File: config.mk
export PLATFORM = sky130hd
export DESIGN_NAME = hbpa_leaf_mem
export DESIGN_NICKNAME = d
export VERILOG_FILES = /design/src/hbpa_pkg.sv /design/src/hbpa_leaf_mem.sv
export SDC_FILE = /design/constraint.sdc
export NUM_CORES = 2
export LEC_CHECK = 0
export ABC_AREA = 1
export BUFFER_PORTS_ARGS = -buffer_cell sky130_fd_sc_hd__buf_4
export CORE_ASPECT_RATIO = 1.5
export CORE_UTILIZATION = 35
export DETAILED_ROUTE_END_ITERATION = 16
export PLACE_DENSITY = 0.54
export SETUP_SLACK_MARGIN = 0.1
export SKIP_LAST_GASP = 1
export SYNTH_ARGS = -nofsm -noshare
export SYNTH_HDL_FRONTEND = slang
export SYNTH_SLANG_ARGS = --single-unit
File: constraint.sdc
create_clock -name clk -period 3 [get_ports clk]
set_clock_uncertainty 0.1 [all_clocks]
set_input_delay 0.3 -clock clk [delete_from_list [all_inputs] [get_ports clk]]
set_output_delay 0.3 -clock clk [all_outputs]
set_load 0.005 [all_outputs]
File: src/hbpa_pkg.sv
// Shared types, constants and helper functions of the hierarchical bitmap page allocator.
package hbpa_pkg;

	localparam int unsigned MAX_PAGES  = 4096;
	localparam int unsigned WORD_BITS  = 32;
	localparam int unsigned LEAF_WORDS = MAX_PAGES / WORD_BITS;
	localparam int unsigned MID_WORDS  = LEAF_WORDS / WORD_BITS;
	localparam int unsigned LEAF_AW    = $clog2(LEAF_WORDS);
	localparam int unsigned MID_AW     = $clog2(MID_WORDS);
	localparam int unsigned PAGE_W     = 12;
	localparam int unsigned COUNT_W    = 13;

	localparam logic [COUNT_W-1:0]   PAGE_LIMIT  = COUNT_W'(MAX_PAGES);
	localparam logic [WORD_BITS-1:0] FULL_WORD   = '1;
	localparam logic [MID_WORDS-1:0] ROOT_FULL   = '1;

	typedef enum logic [1:0] {
		OP_ALLOC   = 2'd0,
		OP_FREE    = 2'd1,
		OP_REBUILD = 2'd2,
		OP_NONE    = 2'd3
	} op_t;

	typedef enum logic [1:0] {
		ST_OK      = 2'd0,
		ST_NO_FREE = 2'd1,
		ST_RANGE   = 2'd2
	} status_t;

	typedef enum logic [2:0] {
		S_IDLE,
		S_MOD,
		S_SWEEP,
		S_FIN,
		S_DONE
	} hbpa_state_t;

	// One write request into the leaf store.
	typedef struct packed {
		logic                 en;
		logic [LEAF_AW-1:0]   addr;
		logic [WORD_BITS-1:0] data;
	} leaf_wr_t;

	// Position of the lowest zero bit; bit 5 set means the word is full.
	function automatic logic [5:0] lowest_zero32(input logic [WORD_BITS-1:0] w);
		logic [WORD_BITS-1:0] iso;
		logic [5:0]           pos;
		iso = ~w & (w + 32'd1);
		pos = 6'd0;
		if (iso == '0) begin
			pos = 6'd32;
		end else begin
			for (int i = 0; i < WORD_BITS; i++) begin
				if (iso[i]) begin
					pos = pos | 6'(i);
				end
			end
		end
		return pos;
	endfunction

	// Lowest zero of the root word; its result is used only when the root is not full.
	function automatic logic [MID_AW-1:0] lowest_zero_root(input logic [MID_WORDS-1:0] w);
		logic [MID_WORDS-1:0] iso;
		logic [MID_AW-1:0]    pos;
		iso = ~w & (w + MID_WORDS'(1));
		pos = '0;
		for (int i = 0; i < MID_WORDS; i++) begin
			if (iso[i]) begin
				pos = pos | MID_AW'(i);
			end
		end
		return pos;
	endfunction

	// Leaf word contents right after a rebuild: pages at or above limit are used.
	function automatic logic [WORD_BITS-1:0] rebuild_word(input logic [LEAF_AW-1:0] l,
		input logic [COUNT_W-1:0] limit);
		logic [COUNT_W-6:0]   lw;
		logic [WORD_BITS-1:0] w;
		lw = limit[COUNT_W-1:5];
		if ((COUNT_W-5)'(l) < lw) begin
			w = '0;
		end else if ((COUNT_W-5)'(l) == lw) begin
			w = FULL_WORD << limit[4:0];
		end else begin
			w = FULL_WORD;
		end
		return w;
	endfunction

endpackage

File: src/hbpa_leaf_mem.sv
// Leaf word store: one synchronous write port and one registered read port.
module hbpa_leaf_mem
	import hbpa_pkg::*;
(
	input  logic                 clk,
	input  leaf_wr_t             wr,
	input  logic                 rd_en,
	input  logic [LEAF_AW-1:0]   rd_addr,
	output logic [WORD_BITS-1:0] rd_data
);

	logic [WORD_BITS-1:0] mem [LEAF_WORDS];

	always_ff @(posedge clk) begin
		if (wr.en) begin
			mem[wr.addr] <= wr.data;
		end
		if (rd_en) begin
			rd_data <= mem[rd_addr];
		end
	end

endmodule

==> results.sh <==
export IMPL_syn_inst=13400
export IMPL_required_ns=3.70
export IMPL_drcViolationCount=0
export IMPL_numCtsBuffers=374
export IMPL_die_area_mm2=0.474
export IMPL_syn_nets=13400
export IMPL_overflow=0
export IMPL_ys_ff_latch=4128
export IMPL_core_area_mm2=0.469
export IMPL_initial_core_util_pct=35.2
export IMPL_grtUsageTotal_pct=22.2
export IMPL_clock_sinks=4128
export IMPL_drt_wl_total_mm=537
export IMPL_wl_per_cell_um=26.4
export IMPL_n_fill_cell=43300
export IMPL_crit_path_start_kind="primary input"
export IMPL_die_h_um=843
export IMPL_crit_arrival_ns=3.28
export IMPL_ys_types=14
export IMPL_fmax_mhz=387
export IMPL_cts_buffer_depth=4
export IMPL_grt_pass1_vias=105000
export IMPL_crit_type="primary input to register"
export IMPL_vias=109000
export IMPL_rsz0062_at_grt="false"
export IMPL_rows=308
export IMPL_clk_insertion_delay_late_ns=0.97
export IMPL_multi_input_area_mm2=0.0373
export IMPL_worst_pin_slew_ns=1.06
export IMPL_gp_congestion=0.833
export IMPL_syn_area_mm2=0.165
export IMPL_tritoncts="yes"
export IMPL_relSlewSlack_pct=29.0
export IMPL_path_clk_slew_ns=0.07
export IMPL_max_cap_violations=0
export IMPL_synth_top_area_share_pct=75.1
export IMPL_cts_resized=0
export IMPL_finalCritPeriodShare_pct=86.2
export IMPL_layout_common_cells="4143 x nand2_1, 4128 x edfxtp_1, 4035 x nand3_1"
export IMPL_hold_ws_ns=0.0833
export IMPL_htreeDepth=5
export IMPL_ant_nets=0
export IMPL_grt_pass1_wl_mm=765
export IMPL_dp_hpwl_mm=319
export IMPL_dp_slack_ns=-0.547
export IMPL_avgViaCountPerCell=5.36
export IMPL_netlist_top_cell_by_area="edfxtp_1"
export IMPL_syn_area_per_cell_um2=12.3
export IMPL_drt_iter0_markers=11400
export IMPL_yosys_warnings=0
export IMPL_status="completed"
export IMPL_crit_fanout=24
export IMPL_cts_root_buf="clkbuf_16"
export IMPL_setup_viol=0
export IMPL_dr_pass1_iters=6
export IMPL_hold_viol=0
export IMPL_p_leak_nw=66.7
export IMPL_slew_viol_final=0
export IMPL_drive_above_1_share_pct=11.3
export IMPL_yosys_top_cells_area="edfxtp_1 75%, nand3_1 12%, nand2_1 9.4%, buf_2 1.8%, buf_4 0.39%"
export IMPL_antenna_found_initial=30
export IMPL_areaGrowthSynthToFinish_pct=17.0
export IMPL_ir_worst_vdd_uv=514
export IMPL_die_w_um=563
export IMPL_worst_slack_ns=0.414
export IMPL_final_common_cell="nand2_1"
export IMPL_hp_class="primary input to register"
export IMPL_grt_max_degree=129
export IMPL_register_area_mm2=0.124
export IMPL_cp_end_kind="register"
export IMPL_power_density_mw_per_mm2=629
export IMPL_port_buffers=80
export IMPL_fin_crit_ns=2.59
export IMPL_cts_setup_buffers=0
export IMPL_nNetsFinal=13900
export IMPL_seq_area_frac_synth_pct=75.1
export IMPL_power_mw=121
export IMPL_ios=81
export IMPL_min_from="rd_addr[5]"
export IMPL_cp_startpoint="rd_addr[2]"
export IMPL_reg2reg_from="mem[127][5]"
[metrics by stage]
stage	utilization (%)	instance area, um^2	std cells	setup TNS [ns]
after floorplan	-	165000	13400	0
after CTS	41.1	193000	20300	0
after global routing	41.1	193000	20300	0
after global placement	38.5	180000	19600	-5.46
after detailed placement	38.5	180000	19600	-5.64
final	41.2	193000	20300	0
[sequential cells by signal, summed over array words and instances (netlist names)]
name and cells:
rd_data 32, mem 4096
[power by group]
group | internal [mW] | switching, mW
clock network | 27.1 | 21.7
registers | 63.7 | 0.187
logic | 2.47 | 6.17
[synth_stat cells, drive strengths merged]
master  number
edfxtp    4128
inv         24
nand3     4035
nor3         8
nand2     4151
nor2       134
clkbuf     109
buf        800
[layer usage]
metal	global-route usage (%)	wire (um)
met1	28.7	214000
met2	37.5	263000
met3	2.64	35200
met4	9.74	25300
met5	0	32
[timing repair]
item,in CTS,in global routing
endpoints found under the setup margin,0,0
hold endpoints to repair,2554,0
hold buffers,43,0
[worst max-delay path, stage by stage]
cell     delay [ns]
buf_8          0.17
inv_8          0.37
buf_12         0.28
buf_4          0.43
nand3_1        0.21
nand3_1        0.14
nand3_1        0.26
nand3_1        0.27
nand3_1        0.56
nand2_1        0.21
[final timing paths]
check                     end  slack, ns  cells after the start
setup / recovery  rd_data[19]       0.41                     10
setup reg to reg   rd_data[5]       0.46                      8
hold reg to reg   rd_data[27]       0.91                      8
hold / removal    rd_data[26]       0.08                      5
[final cells by class]
| cell class | count | area share, % |
|---|---|---|
| sequential | 4128 | 64.2 |
| multi-input combinational | 8328 | 19.3 |
| timing repair buffer | 962 | 6.07 |
| clock buffer | 440 | 5.05 |
| tap | 6200 | 4.02 |
| clock inverter | 229 | 1.21 |
| inverter | 24 | 0.0746 |
| antenna | 14 | 0.0182 |
[logic make-up (layout without fill, tap and decap cells)]
| logic type | Yosys count | after routing | share of synthesized area [%] |
|---|---|---|---|
| and+or+nand+nor | 8328 | 8328 | 22.0 |
| buffers and inverters | 933 | 1655 | 2.84 |
| other | 0 | 14 | 0 |
| DFF | 4128 | 4128 | 75.1 |
(Power assumes the default switching activity.)
